--- config.mk ---
export PLATFORM = sky130hd
export DESIGN_NAME = lmt_queue
export DESIGN_NICKNAME = d
export VERILOG_FILES = /design/src/lmt_pkg.sv /design/src/lmt_queue.sv
export SDC_FILE = /design/constraint.sdc
export NUM_CORES = 1
export LEC_CHECK = 0
export ABC_AREA = 1
export BUFFER_PORTS_ARGS = -buffer_cell sky130_fd_sc_hd__clkbuf_2
export CAP_MARGIN = 10
export CORE_MARGIN = 4
export CORE_UTILIZATION = 45
export CTS_BUF_LIST = sky130_fd_sc_hd__clkbuf_8 sky130_fd_sc_hd__clkbuf_16
export CTS_CLUSTER_SIZE = 10
export DETAILED_ROUTE_END_ITERATION = 16
export GPL_TIMING_DRIVEN = 0
export SLEW_MARGIN = 20
export SYNTH_ARGS = -nofsm -noshare
export SYNTH_HDL_FRONTEND = slang
export SYNTH_SLANG_ARGS = --single-unit
--- constraint.sdc ---
create_clock -name clock -period 5.1 [get_ports clock]
set_clock_uncertainty 0.05 [all_clocks]
set_input_delay 1.02 -clock clock [delete_from_list [all_inputs] [get_ports clock]]
set_output_delay 1.02 -clock clock [all_outputs]
set_load 0.01 [all_outputs]
--- src/lmt_pkg.sv ---
// package: transaction types, configuration struct and register indexes
`default_nettype none
package lmt_pkg;
   localparam int QUEUE_DEPTH = 4;

   typedef enum logic [2:0] {
      REG_RADIUS        = 3'd0,
      REG_IMAGE_WIDTH   = 3'd1,
      REG_IMAGE_HEIGHT  = 3'd2,
      REG_GLOBAL_OFFSET = 3'd3,
      REG_RAMP_SLOPE    = 3'd4
   } reg_index_type;

   typedef struct packed {
      logic       cmd;
      logic [7:0] pixel_value;
   } req_type;

   typedef struct packed {
      logic [7:0] value;
      logic       frame_end;
      logic       bad_config;
   } rsp_type;

   typedef struct packed {
      logic [3:0]         radius;
      logic [10:0]        image_width;
      logic [10:0]        image_height;
      logic signed [8:0]  global_offset;
      logic signed [15:0] ramp_slope;
      logic               geometry_ok;
   } cfg_type;
endpackage
`default_nettype wire

--- src/lmt_queue.sv ---
// short job queue between front and back
`default_nettype none
module lmt_queue #(
   parameter int WIDTH = 8
) (
   input  wire logic             clock,
   input  wire logic             reset,
   input  wire logic             push,
   input  wire logic [WIDTH-1:0] push_data,
   output logic                  full,
   input  wire logic             pop,
   output logic [WIDTH-1:0]      pop_data,
   output logic                  empty
);
   import lmt_pkg::*;
   localparam int PTRW = $clog2(QUEUE_DEPTH);

   logic [WIDTH-1:0] slot_ff [QUEUE_DEPTH];
   logic [PTRW-1:0]  wr_ptr_ff, rd_ptr_ff;
   logic [PTRW:0]    count_ff;
   logic             do_push, do_pop;

   assign full     = (count_ff == (PTRW+1)'(QUEUE_DEPTH));
   assign empty    = (count_ff == '0);
   assign pop_data = slot_ff[rd_ptr_ff];
   assign do_push  = push && !full;
   assign do_pop   = pop && !empty;

   always_ff @(posedge clock) begin
      if (reset) begin
         wr_ptr_ff <= '0;
         rd_ptr_ff <= '0;
         count_ff  <= '0;
      end else begin
         if (do_push) wr_ptr_ff <= wr_ptr_ff + 1'b1;
         if (do_pop) rd_ptr_ff <= rd_ptr_ff + 1'b1;
         if (do_push && !do_pop) count_ff <= count_ff + 1'b1;
         else if (!do_push && do_pop) count_ff <= count_ff - 1'b1;
      end
   end

   always_ff @(posedge clock) begin
      if (do_push) slot_ff[wr_ptr_ff] <= push_data;
   end
endmodule
`default_nettype wire

### Word-level counts from Yosys, hierarchy flattened

Memory sizes are Yosys's and may differ from the RTL's. A register that Yosys moved wholly into a read port is not among the register bits.
Cells that the tools add are included.

* logic and storage cells: 25
* register bits: 7
* ROM bits: 0
* RAM bits: 32
* latch bits: 0
* memories: 1
* bits of input ports: 12
* output and inout bits: 10

* bitwise gates (word level): 0
* order comparisons: 0
* add/subtract/negate cells: 4
* $mul: 0
* equality and inequality tests: 1
* reductions and logical operators: 10
* div/mod/pow operators: 0
* shifts and indexed selects: 0
* muxes and demuxes: 6

Memories
* slot_ff: depth 4, width 8, read ports 1, clocked after Yosys merged registers in 1, wr ports 1, RTL line lmt_queue.sv:18 `logic [WIDTH-1:0] slot_ff [QUEUE_DEPTH];`

Operators with widths (number)
* $mux 3: 2
* $add 2x1->2 const B: 2
* $logic_and 1x1->1: 4
* $logic_not 1->1: 4
* $mux 2: 2
* $add 3x1->3 const B: 1
* $eq 3x3->1 const B: 1
* $logic_not 3->1: 1
* $sub 3x1->3 const B: 1
* $mux 1: 2
* $reduce_bool 2->1: 1

### Longest topological paths before layout

* word-level depth: 7
* mapped depth: 13
* depth with buffers taken out: 13

### Worst setup path after synthesis

Ideal clock, no wire load.

* path type: input to register
* from: in push
* to: reg count_ff[2]
* stages on the path: 11
* data arrival time: 2036 ps
* library setup time: 113 ps
* path buffers: 0
* data required time: 4937 ps
* slack: 2902 ps
* path through: nand2_2 inv_1 ha_1 inv_1 fa_1 inv_1 nand2_1 nand3_1 nand2_1 nand2_1 nor2_1

* word-level cells in the longest chain between the ends: 4
* elaborated cells on any way between the ends: 6
* classes of those cells: mux: 1; reduce/logical: 5

RTL lines
* start, declared: RTL line lmt_queue.sv:8 `input wire logic push,`
* $logic_and 1x1->1 (*): RTL line lmt_queue.sv:26 `assign do_push = push && !full;`
* named net do_push: RTL line lmt_queue.sv:21 `logic do_push, do_pop;`
* $logic_not 1->1: RTL line lmt_queue.sv:38 `else if (!do_push && do_pop) count_ff <= count_ff - 1'b1;`
* $logic_and 1x1->1: RTL line lmt_queue.sv:38
* $reduce_bool 2->1 (no source line)
* end signal, assigned: RTL line lmt_queue.sv:37 `if (do_push && !do_pop) count_ff <= count_ff + 1'b1;`
* end signal, assigned: RTL line lmt_queue.sv:38
* end, declared: RTL line lmt_queue.sv:20 `logic [PTRW:0] count_ff;`

Mark *: on every way through the listed nets, which the timed path passes. The rest lies on a longest branch.
A chain may end at the register's enable or synchronous reset.

==> metrics.yaml <==
seq_area_frac_synth_pct: 67.7
die_area_sq_um: 4790
std_cell_rows: 21
antenna_cells: 0
synth_xor_area_share_pct: 0.520
core_sq_um: 3470
cts_hold_buf: 0
ys.flop_type: "edfxtp_1"
setup_viol: 0
fin_crit_ns: 2.52
syn_inst: 146
drcViolationCount: 0
synth-seq-cells: 41
total_power_uw: 998
grt_pass1_vias: 1096
wire_per_inst_microns: 13.7
synth.distinct_cells: 18
relSlewSlack_pct: 45.5
clock_path_buffers: 2
endpoint_kind: "output port"
clk_latency_ns: 0.29
drt-total-wl_microns: 3030
synth_warnings: 0
maxCapViolCount: 0
swShare_pct: 30.9
p_leak_nw: 0.794
post_cts_buffers: 0
clkPwrFrac_pct: 28.3
pwr_density_cell_nw_per_um2: 505
crit_fanout: 10
grt_pass1_wl_microns: 5010
cts_buffers: 5
cts_max_level: 2
path_clk_slew_ns: 0.08
first_pass_iters: 4
synth_edf_count: 32
area_growth_syn_to_layout_pct: 17.3
grt_usage_pct: 13.3
antenna_found_initial: 0
hp-start: "rd_ptr_ff[0]$_SDFFE_PP0P_"
synthMuxAreaShare_pct: 0
power_frac_seq_pct: 44.3
r2r-start: "count_ff[0]$_SDFFE_PP0P_"
io_pins: 22
cts.sinks: 41
rsz0062_at_grt: "no"
max_slew.worst_pin.slew_ns: 0.815
tns_ns: 0
drtIter0Drc: 72
finalMaxSlewViolations: 0
fin_crit_sh_pct: 49.5
worstHoldPathType: "flop to flop"
peakVddDrop_v: 0.000271
status: "completed"
worstSetupPathType: "flop to output port"
max_freq_mhz: 396
comb_power_share_pct: 27.4
final_common_cell: "edfxtp_1"
die_width_microns: 69.2
avgSynthCellArea_sq_um: 11.5
grt_start_max_net_pins: 14
post-route-util_pct: 57.0
cts_root_buf: "clkbuf_8"
layout_common_cells: "32 x edfxtp_1, 30 x nor2_1, 21 x clkbuf_2, 17 x inv_1"
power.internal_uw: 690
synth_top_family_by_area: "simple AND/OR/NAND/NOR gates"
synth_area_sq_um: 1690
gp_congestion: 0.702
synth_fa_ha_area_share_pct: 4.90
start_util_pct: 48.6
cp.required_ns: 4.03
startpoint_type: "flop"
p_sw_uw: 308
vias_per_cell: 4.82
port_buffers: 21
post_cts_resized: 0
num_vias: 1066
cts_tree: "built"
die_h_microns: 69.2
drive_gt1_share_pct: 21.1
overflow: 0
cp.arrival_ns: 1.45
postRouteAntennaNets: 0
synthArstFlopShare_pct: 0
setup_ws_ns: 2.58
dp_hpwl_microns: 2130
syn_nets: 164
place_ws_ns: 2.61
synth-compound-area-share_pct: 9.58
nets: 192
hold_viol_final: 0
synth_simple_gate_area_share_pct: 12.0
## metrics by stage
| stage | instance area (sq um) | cells | hold WS [ns] |
|---|---|---|---|
| floorplan | 1690 | 146 | 0.409 |
| global placement | 1850 | 213 | 0.435 |
| detailed placement | 1850 | 213 | 0.448 |
| CTS | 1980 | 221 | 0.461 |
| global route | 1980 | 221 | 0.504 |
| finish | 1980 | 221 | 0.458 |
## cell type report
type / instances / area (sq um)
sequential: 41 / 1140
inverter: 18 / 67.6
multi-input combinational: 85 / 454
tap: 46 / 57.6
clock buffer: 6 / 93.8
clock inverter: 2 / 35.0
timing repair buffer: 21 / 105
buffer: 2 / 22.5
fill: 315 / 1490
## final timing paths
kind	slack (ns)	to	depth (start not counted)
worst max-delay path	2.58	pop_data[7]	5
worst min-delay path	0.46	rd_ptr_ff[0]$_SDFFE_PP0P_	2
worst max register to register	3.12	count_ff[2]$_SDFFE_PP0P_	13
worst min register to register	0.46	rd_ptr_ff[0]$_SDFFE_PP0P_	2
## registers in the layout, indices dropped and copies added (netlist names), named ones only
signal / cells
rd_ptr_ff: 2
wr_ptr_ff: 2
count_ff: 3
slot_ff: 32
## critical path, stage by stage (launching register included)
cell and delay (ns):
dfxtp_1 0.53, inv_2 0.14, buf_6 0.17, nor2_1 0.08, o22ai_1 0.10, clkbuf_2 0.13
## cell usage after synthesis, types with 2 or more instances
cell type  instances  share of area, %
nor2_1            30               6.7
buf_6              2               1.3
nand2_2            2              0.74
inv_1             17               3.8
nand3_1            4               1.2
o21ai_0           13               3.9
ha_1               5               3.7
o22ai_1            8               3.0
o21ai_2            3               1.6
edfxtp_1          32                57
nand2_1           13               2.9
dfxtp_1            9                11
a21oi_1            3              0.89
## metal layers
| metal | vias to the layer above | wire [microns] | share of wire [%] | GRT usage, % |
|---|---|---|---|---|
| met1 | 489 | 1300 | 43 | 15.3 |
| li1 | 553 | - | - | - |
| met3 | 5 | 135 | 4.5 | 4.78 |
| met5 | - | 0 | 0 | 0 |
| met2 | 19 | 1560 | 51 | 23.3 |
| met4 | 0 | 36 | 1.2 | 3.90 |
## power by group through the flow
stage,registers [mW],clock network (mW),logic [mW]
finish,0.442,0.283,0.273
global route,0.450,0.303,0.308
CTS,0.443,0.289,0.278
detailed placement,0.450,0,0.278
global placement,0.448,0,0.267
floorplan,0.440,0,0.190
## cells by family (layout without fill, tap and decap cells)
group / Yosys count / in the layout
AND/OR/NAND/NOR: 50 / 50
flip-flops: 41 / 41
AO/OA/AOI/OAI: 28 / 28
buffers and inverters: 20 / 49
adder cells (fa/ha/maj): 6 / 6
XOR/XNOR: 1 / 1
(Power assumes the default switching activity.)
