**src/lmt_pkg.sv**
```systemverilog
// package: transaction types, configuration struct and register indexes
`default_nettype none
package lmt_pkg;
   localparam int QUEUE_DEPTH = 4;

   typedef enum logic [2:0] {
      REG_RADIUS        = 3'd0,
      REG_IMAGE_WIDTH   = 3'd1,
      REG_IMAGE_HEIGHT  = 3'd2,
      REG_GLOBAL_OFFSET = 3'd3,
      REG_RAMP_SLOPE    = 3'd4
   } reg_index_type;

   typedef struct packed {
      logic       cmd;
      logic [7:0] pixel_value;
   } req_type;

   typedef struct packed {
      logic [7:0] value;
      logic       frame_end;
      logic       bad_config;
   } rsp_type;

   typedef struct packed {
      logic [3:0]         radius;
      logic [10:0]        image_width;
      logic [10:0]        image_height;
      logic signed [8:0]  global_offset;
      logic signed [15:0] ramp_slope;
      logic               geometry_ok;
   } cfg_type;
endpackage
`default_nettype wire

```
**src/lmt_front.sv**
```systemverilog
// front: accepts transactions, tracks frame position, issues jobs
`default_nettype none
module lmt_front #(
   parameter int MAX_WIDTH  = 1024,
   parameter int MAX_HEIGHT = 1024,
   parameter int MAX_RADIUS = 15,
   localparam int XW   = $clog2(MAX_WIDTH),
   localparam int YOW  = $clog2(MAX_HEIGHT),
   localparam int SLW  = $clog2(2*MAX_RADIUS+1),
   localparam int JOBW = 4 + 8 + SLW + XW + XW + YOW + SLW
) (
   input  wire logic             clock,
   input  wire logic             reset,
   input  wire lmt_pkg::cfg_type cfg,
   input  wire logic             restart,
   input  wire logic             req_push,
   input  wire lmt_pkg::req_type req_data,
   output logic                  req_full,
   output logic                  job_push,
   output logic [JOBW-1:0]       job_data,
   input  wire logic             job_full
);
   import lmt_pkg::*;
   localparam int YIW = $clog2(MAX_HEIGHT + MAX_RADIUS + 1);
   localparam int PW  = ((XW > YIW) ? ((XW > 11) ? XW : 11) : ((YIW > 11) ? YIW : 11)) + 1;

   typedef struct packed {
      logic           wr;
      logic           emit;
      logic           bad;
      logic           last;
      logic [7:0]     pix;
      logic [SLW-1:0] wslot;
      logic [XW-1:0]  wcol;
      logic [XW-1:0]  ox;
      logic [YOW-1:0] oy;
      logic [SLW-1:0] oslot;
   } job_type;

   logic [XW-1:0]  in_col_ff, ox_ff;
   logic [YIW-1:0] in_row_ff;
   logic [YOW-1:0] oy_ff;
   logic [SLW-1:0] in_slot_ff, oslot_ff;
   logic           accept, wr, emit, last, in_eol, out_eol, in_swrap, out_swrap;
   logic [PW-1:0]  r_p, w_m1, h_m1;
   job_type        job;

   assign req_full  = job_full;
   assign accept    = req_push && !job_full;
   assign r_p       = PW'(cfg.radius);
   assign w_m1      = PW'(cfg.image_width) - PW'(1);
   assign h_m1      = PW'(cfg.image_height) - PW'(1);
   assign wr        = PW'(in_row_ff) < PW'(cfg.image_height);
   assign emit      = (PW'(in_row_ff) > r_p) || ((PW'(in_row_ff) == r_p) && (PW'(in_col_ff) >= r_p));
   assign last      = (PW'(oy_ff) == h_m1) && (PW'(ox_ff) == w_m1);
   assign in_eol    = PW'(in_col_ff) == w_m1;
   assign out_eol   = PW'(ox_ff) == w_m1;
   assign in_swrap  = 6'(in_slot_ff) == {1'b0, cfg.radius, 1'b0};
   assign out_swrap = 6'(oslot_ff) == {1'b0, cfg.radius, 1'b0};

   always_comb begin
      job.wr    = cfg.geometry_ok && wr;
      job.emit  = cfg.geometry_ok && emit;
      job.bad   = !cfg.geometry_ok;
      job.last  = last;
      job.pix   = req_data.cmd ? 8'd0 : req_data.pixel_value;
      job.wslot = in_slot_ff;
      job.wcol  = in_col_ff;
      job.ox    = ox_ff;
      job.oy    = oy_ff;
      job.oslot = oslot_ff;
   end

   assign job_push = accept && (!cfg.geometry_ok || wr || emit);
   assign job_data = job;

   always_ff @(posedge clock) begin
      if (reset || restart) begin
         in_col_ff  <= '0;
         in_row_ff  <= '0;
         in_slot_ff <= '0;
         ox_ff      <= '0;
         oy_ff      <= '0;
         oslot_ff   <= '0;
      end else if (accept && cfg.geometry_ok) begin
         if (emit && last) begin
            in_col_ff  <= '0;
            in_row_ff  <= '0;
            in_slot_ff <= '0;
            ox_ff      <= '0;
            oy_ff      <= '0;
            oslot_ff   <= '0;
         end else begin
            if (in_eol) begin
               in_col_ff  <= '0;
               in_row_ff  <= in_row_ff + 1'b1;
               in_slot_ff <= in_swrap ? '0 : in_slot_ff + 1'b1;
            end else begin
               in_col_ff <= in_col_ff + 1'b1;
            end
            if (emit) begin
               if (out_eol) begin
                  ox_ff    <= '0;
                  oy_ff    <= oy_ff + 1'b1;
                  oslot_ff <= out_swrap ? '0 : oslot_ff + 1'b1;
               end else begin
                  ox_ff <= ox_ff + 1'b1;
               end
            end
         end
      end
   end
endmodule
`default_nettype wire

```
**config.mk**
```make
export PLATFORM = sky130hd
export DESIGN_NAME = lmt_front
export DESIGN_NICKNAME = d
export VERILOG_FILES = /design/src/lmt_pkg.sv /design/src/lmt_front.sv
export SDC_FILE = /design/constraint.sdc
export NUM_CORES = 1
export LEC_CHECK = 0
export BUFFER_PORTS_ARGS = -buffer_cell sky130_fd_sc_hd__buf_4
export CAP_MARGIN = 20
export CORE_MARGIN = 2
export CORE_UTILIZATION = 35
export DETAILED_ROUTE_END_ITERATION = 6
export MAX_ROUTING_LAYER = met4
export SKIP_LAST_GASP = 1
export SLEW_MARGIN = 20
export SYNTH_ARGS = -nofsm -noshare
export SYNTH_HDL_FRONTEND = slang
export SYNTH_SLANG_ARGS = --single-unit
export TNS_END_PERCENT = 5
```
**constraint.sdc**
```tcl
create_clock -name clock -period 4.4 [get_ports clock]
set_input_delay 0.22 -clock clock [delete_from_list [all_inputs] [get_ports clock]]
set_output_delay 0.22 -clock clock [all_outputs]
set_load 0.03 [all_outputs]
```
### Yosys cells after proc, flatten, opt, wreduce, memory -nomap -nowiden

Index checks and enable logic that the tools add are counted.

| word-level totals | value |
|---|---|
| register bits | 51 |
| output and inout port bits | 54 |

| cells by class | value |
|---|---|
| add/subtract/negate cells | 8 |
| magnitude comparators | 3 |
| equality and inequality tests | 6 |
| muxes and demuxes | 18 |
| reduce and logical (&&, ||, !) cells | 20 |

Operators by type and width:

| operator | count |
|---|---|
| $mux W10 | 8 |
| $eq A10 B12 Y1 | 3 |
| $mux W5 | 7 |
| $add A10 B1 Y10 const B | 3 |
| $sub A11 B1 Y12 const B | 2 |
| $mux W11 | 2 |
| $add A11 B1 Y11 const B | 1 |
| $eq A11 B4 Y1 | 1 |
| $gt A11 B4 Y1 | 1 |
| $lt A11 B11 Y1 | 1 |
| $add A5 B1 Y5 const B | 2 |
| $eq A5 B5 Y1 | 2 |
| $ge A10 B4 Y1 | 1 |
| $logic_and A1 B1 Y1 | 8 |
| $mux W8 | 1 |
| $reduce_bool A2 Y1 | 3 |
| $logic_or A1 B1 Y1 | 4 |
| $reduce_and A2 Y1 | 2 |
| $reduce_and A3 Y1 | 1 |
| $logic_not A1 Y1 | 2 |

### Logic depth before layout (Yosys ltp)

Gate-level depths: netlist (run 1).

| depth | value |
|---|---|
| word-level depth | 6 |
| depth in mapped cells | 14 |
| mapped depth without buffers | 11 |

### Least setup slack after synthesis (run 1)

No wires, ideal clock.

| timing | value |
|---|---|
| path type | input port to flip-flop |
| from | in cfg[37] (netlist name) |
| to | reg in_row_ff[9] |
| library setup time | 0.066 ns |
| arrival | 3.292 ns |
| data required time | 4.334 ns |
| path slack | 1.042 ns |
| stages on the path | 13 |
| cells stage by stage | clkbuf_1 -> inv_1 -> ha_1 -> or4b_4 -> o21a_1 -> or3_1 -> a211o_1 -> nor4b_4 -> nand3_1 -> o31a_2 -> buf_6 -> or4_4 -> a21oi_2 |

| between the ends | value |
|---|---|
| longest elaborated chain between the ends | 6 |
| elaborated cells on any way between the ends | 8 |

Ends and longest elaborated chain:

| what | RTL line | text |
|---|---|---|
| from (decl) | lmt_front.sv:14 | `input wire lmt_pkg::cfg_type cfg,` |
| $sub A11 B1 Y12 * | lmt_front.sv:51 | `assign w_m1 = PW'(cfg.image_width) - PW'(1);` |
| $eq A10 B12 Y1 | lmt_front.sv:55 | `assign last = (PW'(oy_ff) == h_m1) && (PW'(ox_ff) == w_m1);` |
| $logic_and A1 B1 Y1 | lmt_front.sv:55 |  |
| $logic_and A1 B1 Y1 | lmt_front.sv:86 | `if (emit && last) begin` |
| $reduce_bool A2 Y1 (no source line) | n/a |  |
| $reduce_and A2 Y1 (no source line) | n/a |  |
| to (signal assigned) | lmt_front.sv:96 | `in_row_ff <= in_row_ff + 1'b1;` |
| to (decl) | lmt_front.sv:41 | `logic [YIW-1:0] in_row_ff;` |

Every way passes the cells marked *; elsewhere a longest branch is shown, timed or not.
A chain may end at the register's enable or synchronous reset.

### Worst setup path after layout (run 1)

| timing | value |
|---|---|
| from | in cfg[37] (netlist name) |
| to | reg oy_ff[3] |

| between the ends | value |
|---|---|
| longest elaborated chain between the ends | 6 |
| elaborated cells on any way between the ends | 8 |

Ends and longest elaborated chain:

| what | RTL line | text |
|---|---|---|
| $sub A11 B1 Y12 * | lmt_front.sv:51 |  |
| $eq A10 B12 Y1 * | lmt_front.sv:55, lmt_front.sv:57 |  |
| $logic_and A1 B1 Y1 | lmt_front.sv:55 |  |
| $logic_and A1 B1 Y1 | lmt_front.sv:86 |  |
| $reduce_bool A2 Y1 (no source line) | n/a |  |
| $reduce_and A3 Y1 (no source line) | n/a |  |
| to (signal assigned) | lmt_front.sv:104 | `oy_ff <= oy_ff + 1'b1;` |
| to (decl) | lmt_front.sv:42 | `logic [YOW-1:0] oy_ff;` |

Marked as above.

==> summary.md, run 1 <==
The pin count of the biggest net entering global routing came out at 31. For this run, the number of Yosys warnings is 0. For the count of boundary I/O pins, the log shows 120.

The worst register-to-register path begins at in_col_ff[0]. Buffers placed on the I/O ports in this run total 94. In the synthesized netlist, the number of instances is 515. The fraction of synthesis flops using an asynchronous set or reset pin is 0%. The TritonCTS buffer count was 5; the final period demand of the worst path was 3350 ps.

Data on the critical path arrives at its endpoint at 3510 ps. At the pin with the least slew margin, the transition time is 833 ps. The floorplan has 39 rows. The run gives 0 as the max-slew violation count. The critical path starts at cfg[37]. The highest routed metal layer is met4.

The endpoint of the most critical register-to-register path was in_slot_ff[4]. Once placement finished, the instance area stood at 4860 um2. Class of the most critical hold timing path: input port to flop.

The maximum fanout encountered on the critical timing path came out at 16. For this run, the register share of the synthesized area comes to 25.1%. The tools report the maximum VDD drop as 0.145 mV. The H-tree level count came out at 2. The flow ran to the end, and the final reports show no timing, DRC or antenna violations. The tools report the antenna diode count as 0.

The detailed router put a total of 5080 um of wire on met1. For flop-to-flop paths, the worst setup slack is 1350 ps. After Yosys synthesis, XOR and XNOR cells account for 14.7% of the synthesized area. In this run the tightest slew margin relative to its limit is 44.3%.

The worst setup path is captured at a flop. The path with the worst hold slack has its endpoint at in_row_ff[1]. Measured against the total synthesized area, the mux share comes to 0.739%.

Clock-pin slew was measured on the worst setup and hold paths at 70 ps. The longest clock path from root to sink contains 2 buffers. The floorplan step set the die width to 112 um. The wire length on met2 was 5290 um. The cell accounting for the most synthesized area is sky130_fd_sc_hd__dfxtp_1. For the die outline area, the log shows 12500 um2. Along the worst hold path, the cell count comes to 3.

In this run, synthesis produced a sequential element count of 51. The tools report the initial antenna violation count as 0. Detailed placement finished with a half-perimeter wire length of 8750 um. The run gives 18.2% as the all-layer global routing usage. At the end of routability-driven placement, the weighted congestion stood at 0.859. By area, the combinational part of the netlist is dominated by simple AND/OR/NAND/NOR gates. The number of gates resized after CTS was 0. The via count is 4059. Start-to-end type of the worst setup path: input port to flop. Detailed routing placed a total of 570 um of wire on met3.

In the synthesized netlist the dominant register cell turns out to be sky130_fd_sc_hd__dfxtp_1. After clock tree synthesis, the flow added hold-fix buffers numbering 0. Across all hold checks on the routed design, the worst slack comes to 356 ps. The run gives 0 as the total overflow reported by the global router. Relative to the synthesized area, the layout overhead comes to 23.2%. The reported max-cap violation count is 0. The post-CTS repair timing setup buffer count is 0. Yosys attributes the largest share of cell area to sky130_fd_sc_hd__dfxtp_1 25%, sky130_fd_sc_hd__ha_1 8.0%, sky130_fd_sc_hd__xor2_1 8.0%. The share of synthesized cell area in and, or, nand and nor gates works out to 32.0%. Setup repair after global routing left no endpoint under its margin. The clock arrives with 7.06 ps of skew.

The number of library cell types mapped by synthesis is 60, and the power density over cell area is 204 nW/um2. The via count of the first global-routing pass was 3673; the number of failing setup endpoints in the final timing report was 0. The core region is 11400 um2. The average instance in the mapped netlist occupies 7.89 um2.

Counting every sink on the clock net gives 51. After filler insertion, the fill cell instance count of the layout stands at 1168. The worst setup path is launched from an input port.

In this run the static leakage power is 2.07 nW. Setup total negative slack on the finished layout was measured at 0 ps. For the wire length of the first global-routing pass, the log shows 18400 um. The tools report the count of endpoints failing hold in the final timing report as 0. The complex-gate fraction of the synthesized area works out to 15.0%. The tree is rooted in a sky130_fd_sc_hd__clkbuf_16. The depth of the worst register-to-register path came out at 11. Dividing the detail-routed via count by the number of cells gives 5.46.

The net count of the finished layout is 691. The post-route netlist has 20.5% of its cells at a drive strength greater than 1. Yosys mapped a number of flops with a built-in enable equal to 0. The die is 112 um tall. Startpoint of the lowest-slack hold path: reset. TritonCTS built the clock tree. The average routed wire per standard cell is 15.0 um, and the final setup slack of the worst path is 1050 ps.

For this run, the top clock speed supported by timing is 0.298 GHz. The detail route stage leaves a number of antenna-violating nets equal to 0. OpenSTA, run right after detailed placement, puts the worst setup slack at 724 ps. In the routed design, unresolved DRC markers number 0. When the netlist entered floorplanning its net count stood at 607. The iteration count of the initial detailed-routing pass was 4. The share of synthesized cell area in full adder, half adder and majority cells is 8.00%. Summed over all layers, the routed wires come to 11200 um. The top cell type by area accounts for 25.1% of the synthesized area. For this configuration, the core starts out at a cell density of 35.8%. At the later pin of the worst-skew pair, clock insertion delay measures 300 ps.

The synthesized netlist occupies a cell area of 4070 um2. The logs give 4560 ps for the required time at the worst-slack endpoint and 5010 um2 for the cell area after layout. The period utilization came out at 76.2%. For this block, the initial DRC count from the detailed router was 245.
[flip-flops by register name, indices dropped and copies added (netlist names)]
name / count
in_row_ff: 11
in_col_ff: 10
ox_ff: 10
oy_ff: 10
in_slot_ff: 5
oslot_ff: 5
[routing by layer]
metal,vias to the layer above,track usage [%]
li1,2031,-
met4,0,5.60
met1,1896,23.2
met5,-,-
met3,19,3.27
met2,113,29.3
[where the power goes]
group,switching [mW],total [mW],internal [mW]
Clock,0.183,0.393,0.210
Combinational,0.0951,0.167,0.0723
Sequential,0.000606,0.462,0.461
Total,0.279,1.02,0.744
[how the worst max path moves through the flow]
| stage | to | cells after the start | slack (ps) |
|---|---|---|---|
| after floorplan | in_row_ff[9] | 13 | 1040 |
| after global placement | oy_ff[8] | 12 | 770 |
| after detailed placement | oy_ff[3] | 12 | 720 |
| after CTS | oy_ff[3] | 12 | 1030 |
| after global routing | oy_ff[7] | 12 | 660 |
| final | oy_ff[3] | 12 | 1050 |
[cell type report]
cell class	instances	area, um2	share of cell area, %
clock buffer	5	125	2.50
multi-input combinational	422	2860	57.1
inverter	24	90.1	1.80
clock inverter	3	20.0	0.400
timing repair buffer	95	713	14.2
sequential	51	1020	20.4
tap	143	179	3.57
[stage by stage]
stage	util, %	total power, mW	cells
3_3_place_gp	42.8	0.637	735
3_5_place_dp	42.8	0.640	735
6_report	44.1	1.02	743
2_1_floorplan	-	0.572	515
5_1_grt	44.1	1.06	743
4_1_cts	44.1	1.04	743
[cell families after synthesis]
kind of cell,Yosys count
XOR/XNOR,68
adder cells (fa/ha/maj),26
flip-flops,51
AND/OR/NAND/NOR,234
multiplexers,3
buffers and inverters,42
AO/OA/AOI/OAI,91
[critical path: stages]
cell and delay (ps):
sky130_fd_sc_hd__buf_4 140, sky130_fd_sc_hd__inv_1 60, sky130_fd_sc_hd__ha_1 240, sky130_fd_sc_hd__or4b_4 500, sky130_fd_sc_hd__o21a_1 220, sky130_fd_sc_hd__or3_1 310
sky130_fd_sc_hd__a211o_1 370, sky130_fd_sc_hd__nor4b_4 380, sky130_fd_sc_hd__and2_1 340, sky130_fd_sc_hd__nand2_1 140, sky130_fd_sc_hd__nand2_1 490, sky130_fd_sc_hd__nor2_1 110
[Yosys cell counts, types with 2 or more instances]
master / instances
sky130_fd_sc_hd__dfxtp_1: 51
sky130_fd_sc_hd__nor2_1: 48
sky130_fd_sc_hd__nand2_1: 37
sky130_fd_sc_hd__xor2_1: 37
sky130_fd_sc_hd__nand3_1: 34
sky130_fd_sc_hd__xnor2_1: 31
sky130_fd_sc_hd__ha_1: 26
sky130_fd_sc_hd__a21oi_1: 24
sky130_fd_sc_hd__inv_1: 24
sky130_fd_sc_hd__nand4_1: 17
sky130_fd_sc_hd__o21ai_0: 16
sky130_fd_sc_hd__clkbuf_1: 12
sky130_fd_sc_hd__nor3_1: 12
sky130_fd_sc_hd__and3_1: 11
sky130_fd_sc_hd__nor4_1: 11
sky130_fd_sc_hd__nand2b_1: 9
sky130_fd_sc_hd__or3_1: 9
sky130_fd_sc_hd__nor2b_1: 8
sky130_fd_sc_hd__o31ai_1: 7
sky130_fd_sc_hd__or2_2: 7
sky130_fd_sc_hd__a21o_1: 6
sky130_fd_sc_hd__or4_1: 5
sky130_fd_sc_hd__a211oi_1: 4
sky130_fd_sc_hd__nand3b_1: 4
sky130_fd_sc_hd__o2111ai_1: 4
sky130_fd_sc_hd__a211o_1: 3
sky130_fd_sc_hd__a21boi_0: 3
sky130_fd_sc_hd__a31oi_1: 3
sky130_fd_sc_hd__mux2i_1: 3
sky130_fd_sc_hd__nand4b_1: 3
sky130_fd_sc_hd__nor4b_1: 3
sky130_fd_sc_hd__o21a_1: 3
sky130_fd_sc_hd__a32o_1: 2
sky130_fd_sc_hd__and2_1: 2
sky130_fd_sc_hd__buf_2: 2
sky130_fd_sc_hd__buf_4: 2
sky130_fd_sc_hd__buf_6: 2
sky130_fd_sc_hd__nor3b_1: 2
sky130_fd_sc_hd__nor4b_4: 2
sky130_fd_sc_hd__o21bai_1: 2
sky130_fd_sc_hd__o22ai_1: 2
sky130_fd_sc_hd__or3b_2: 2
sky130_fd_sc_hd__or4_4: 2
sky130_fd_sc_hd__or4b_4: 2
[placed cells by master, fill, tap and decap left out, types with 4 or more instances in the layout]
cell,Yosys,final
sky130_fd_sc_hd__buf_4,2,95
sky130_fd_sc_hd__dfxtp_1,51,51
sky130_fd_sc_hd__nor2_1,48,48
sky130_fd_sc_hd__xor2_1,37,37
sky130_fd_sc_hd__nand2_1,37,37
sky130_fd_sc_hd__nand3_1,34,34
sky130_fd_sc_hd__xnor2_1,31,31
sky130_fd_sc_hd__ha_1,26,26
sky130_fd_sc_hd__inv_1,24,24
sky130_fd_sc_hd__a21oi_1,24,24
sky130_fd_sc_hd__nand4_1,17,17
sky130_fd_sc_hd__o21ai_0,16,16
sky130_fd_sc_hd__nor3_1,12,12
sky130_fd_sc_hd__nor4_1,11,11
sky130_fd_sc_hd__and3_1,11,11
sky130_fd_sc_hd__or3_1,9,9
sky130_fd_sc_hd__nand2b_1,9,9
sky130_fd_sc_hd__nor2b_1,8,8
sky130_fd_sc_hd__or2_2,7,7
sky130_fd_sc_hd__o31ai_1,7,7
sky130_fd_sc_hd__a21o_1,6,6
sky130_fd_sc_hd__or4_1,5,5
sky130_fd_sc_hd__clkbuf_16,0,5
sky130_fd_sc_hd__o2111ai_1,4,4
sky130_fd_sc_hd__nand3b_1,4,4
sky130_fd_sc_hd__a211oi_1,4,4
(Power assumes the default switching activity.)
==> inputs of run 2 (changes only) <==
- clock period: 4.4 -> 3.2 ns (I/O delays scaled with it)
==> run 2 against run 1 <==
Clock power increased by 37%. Sequential share of layout area is 0.90 points lower. Clock-buffer cell count increased by 1. Die area unchanged. Sequential power is 37% higher. Critical path type unchanged. Highest routed layer unchanged.
==> summary.md, run 2 (synthesis results as in run 1) <==
The detailed-placement wirelength estimate was 9240 um (+5.6%); the via count of the first global-routing pass was 3941 (+7.3%). The wire length of the first global-routing pass was 19300 um (+5.1%). The vertical die dimension is 112 um (unchanged). The count of endpoints failing hold in the final timing report is 0 (unchanged), and the pin count of the biggest net entering global routing is 17 (-45%).

The maximum fanout encountered on the critical timing path is 5 (-11). For the final estimated routing congestion in global placement, the log shows 0.846 (-1.5%). Leaving out fill and tap cells, the most frequent cell in the layout is sky130_fd_sc_hd__buf_4.

The met1 capacity usage during global routing is 24.1% (+0.94 points). Antenna diode count: 0 (unchanged). The hold-fix buffer count after cts came out at 0 (unchanged). The top cell types in the final layout, fill and taps aside, are 123 x sky130_fd_sc_hd__buf_4, 51 x sky130_fd_sc_hd__dfxtp_1, 48 x sky130_fd_sc_hd__nor2_1. The logs give 46.1% (+2.0 points) for the utilization after layout and 0 (unchanged) for the post-CTS repair timing setup buffer count. The run gives 5 (unchanged) as the TritonCTS buffer count. The max-slew violation count is 0 (unchanged), and the growth of design area from synthesis to finish is 28.9%. The final hold slack was 306 ps (-49.9 ps). The max-slew headroom at the worst pin came out at 69.3% (+25 points). Power density over cell area: 271 nW/um2 (+33%). TritonCTS built the clock tree. Clock-pin slew reported for the worst setup and hold paths after clock tree synthesis: 70 ps (about the same).

The tools report the iteration count of the initial detailed-routing pass as 4 (unchanged). The critical path is of the input port to flop type. The count of routing violations after the opening detailed-route iteration was 252 (+2.9%); the period utilization was 91.0%. The flow ran to the end, and the final reports show no timing, DRC or antenna violations. The tools report the worst clock skew as 4.54 ps (-2.52 ps). The static leakage is 2.23 nW (+7.4%), and the number of failing setup endpoints in the final timing report is 0 (unchanged). The number of placement rows is 39 (unchanged), and the share of cells above drive strength 1 is 24.2% (+3.7 points).

The setup slack after placement is 14.3 ps (-710 ps), and the die outline area is 12500 um2 (unchanged). The tools report the root cell of the clock tree as sky130_fd_sc_hd__clkbuf_16. For the number of buffers on the longest clock path, the log shows 2 (unchanged).

The required time at the worst-slack endpoint came out at 3380 ps (-1180 ps). The reported max-cap violation count was 0 (unchanged); the insertion delay to the later sink of the worst-skew pair was 290 ps (about the same). The tools report the area used by multi-input combinational logic as 2860 um2 (about the same). met2 is the most crowded layer. The total overflow reported by the global router was 0 (unchanged). The H-tree level count is 2 (unchanged). The number of buffers added on ports came out at 94 (unchanged).

The number of flip-flops in the largest register was 11 (unchanged); the count of boundary I/O pins was 120 (unchanged). The data arrival time of the worst path was 3090 ps (-420 ps). The fill cell instance count of the final layout is 1126 (-3.6%), and the setup total negative slack is 0 ps (unchanged). The run gives 288 ps (-757 ps) as the final setup slack of the worst path. Total clock sinks: 51 (unchanged).

Global-route track usage on met2: 31.3% (+2.0 points). Setup repair after global routing left no endpoint under its margin. For the via count, the log shows 4158 (+2.4%).

The tools report the total of cells resized after clock tree synthesis as 0 (unchanged). The logs give 19.1% (+0.97 points) for the all-layer global routing usage and 11400 um2 (unchanged) for the total core area. The maximum VDD drop was 0.207 mV (+42%); the final period demand of the worst path was 2910 ps. The global routing met3 resource utilization was 3.32% (+0.054 points).

For the sequential cell area, the log shows 1020 um2 (unchanged). The logs give 0 (unchanged) for the number of antenna-violating nets in the routed design and 11700 um (+4.3%) for the total wire length after detailed routing. For the initial antenna violation count, the log shows 0 (unchanged). The width of the die was 112 um (unchanged); the peak clock frequency supported by timing was 0.343 GHz. Critical path startpoint category: an input port. More flip-flops sit in one register than any other, and that register is in_row_ff.

The final routed DRC violation total was 0 (unchanged); the transition time at the pin with the least slew margin was 456 ps (-377 ps). The average routed wire per standard cell was 15.1 um (+0.47%). In this run the worst hold path is classified as input port to flop. The via-per-instance ratio was 5.39 (-1.3%).

STA classifies the critical path endpoint as a flop. Initial core utilization: 35.8% (unchanged). The final layout net count is 720 (+4.2%).
## run 2: area by class of cell
cell class	count	share of cell area, %
inverters	24	1.72
flip-flops and latches	51	19.5
multi-input cells	422	54.6
repair buffers	124	18.0
clock buffers	6	2.65
well taps	143	3.41
clock inverters	1	0.0955
## run 2: layer usage
layer  part of all wire, %  up-vias
met5                     0        -
met1                    46     1950
li1                      -     2086
met4                   1.8        0
met2                    47      109
met3                   5.0       13
## run 2: through the flow
stage                     instances  power [mW]  cell area, um2
final                           771        1.42            5240
after global routing            771        1.49            5240
after CTS                       771        1.45            5240
after detailed placement        764       0.899            5100
after global placement          764       0.894            5100
after floorplan                 515       0.787            4070
## run 2: power breakdown
| part | leakage, nW | internal, mW | switching, mW |
|---|---|---|---|
| clock network | 0.0727 | 0.306 | 0.231 |
| logic | 1.74 | 0.114 | 0.136 |
| registers | 0.411 | 0.635 | 0.000253 |
## run 2: worst max-delay path, stage by stage
cell and delay, ps:
sky130_fd_sc_hd__buf_4 120, sky130_fd_sc_hd__inv_1 50, sky130_fd_sc_hd__ha_2 170, sky130_fd_sc_hd__or4b_4 470, sky130_fd_sc_hd__o21a_1 190, sky130_fd_sc_hd__or3_1 310, sky130_fd_sc_hd__a211o_1 340, sky130_fd_sc_hd__nor4b_4 290
sky130_fd_sc_hd__buf_4 190, sky130_fd_sc_hd__nand3_1 180, sky130_fd_sc_hd__nor4_1 410, sky130_fd_sc_hd__xnor2_1 160, sky130_fd_sc_hd__nor2_1 50
## run 2: worst paths after layout
kind / slack, ps / cells after the start / startpoint / to
max reg2reg: 420 / 12 / in_row_ff[0] / in_col_ff[8]
max: 290 / 13 / cfg[38] / oy_ff[9]
min: 310 / 3 / reset / in_row_ff[0]
min reg2reg: 520 / 2 / in_row_ff[10] / in_row_ff[10]
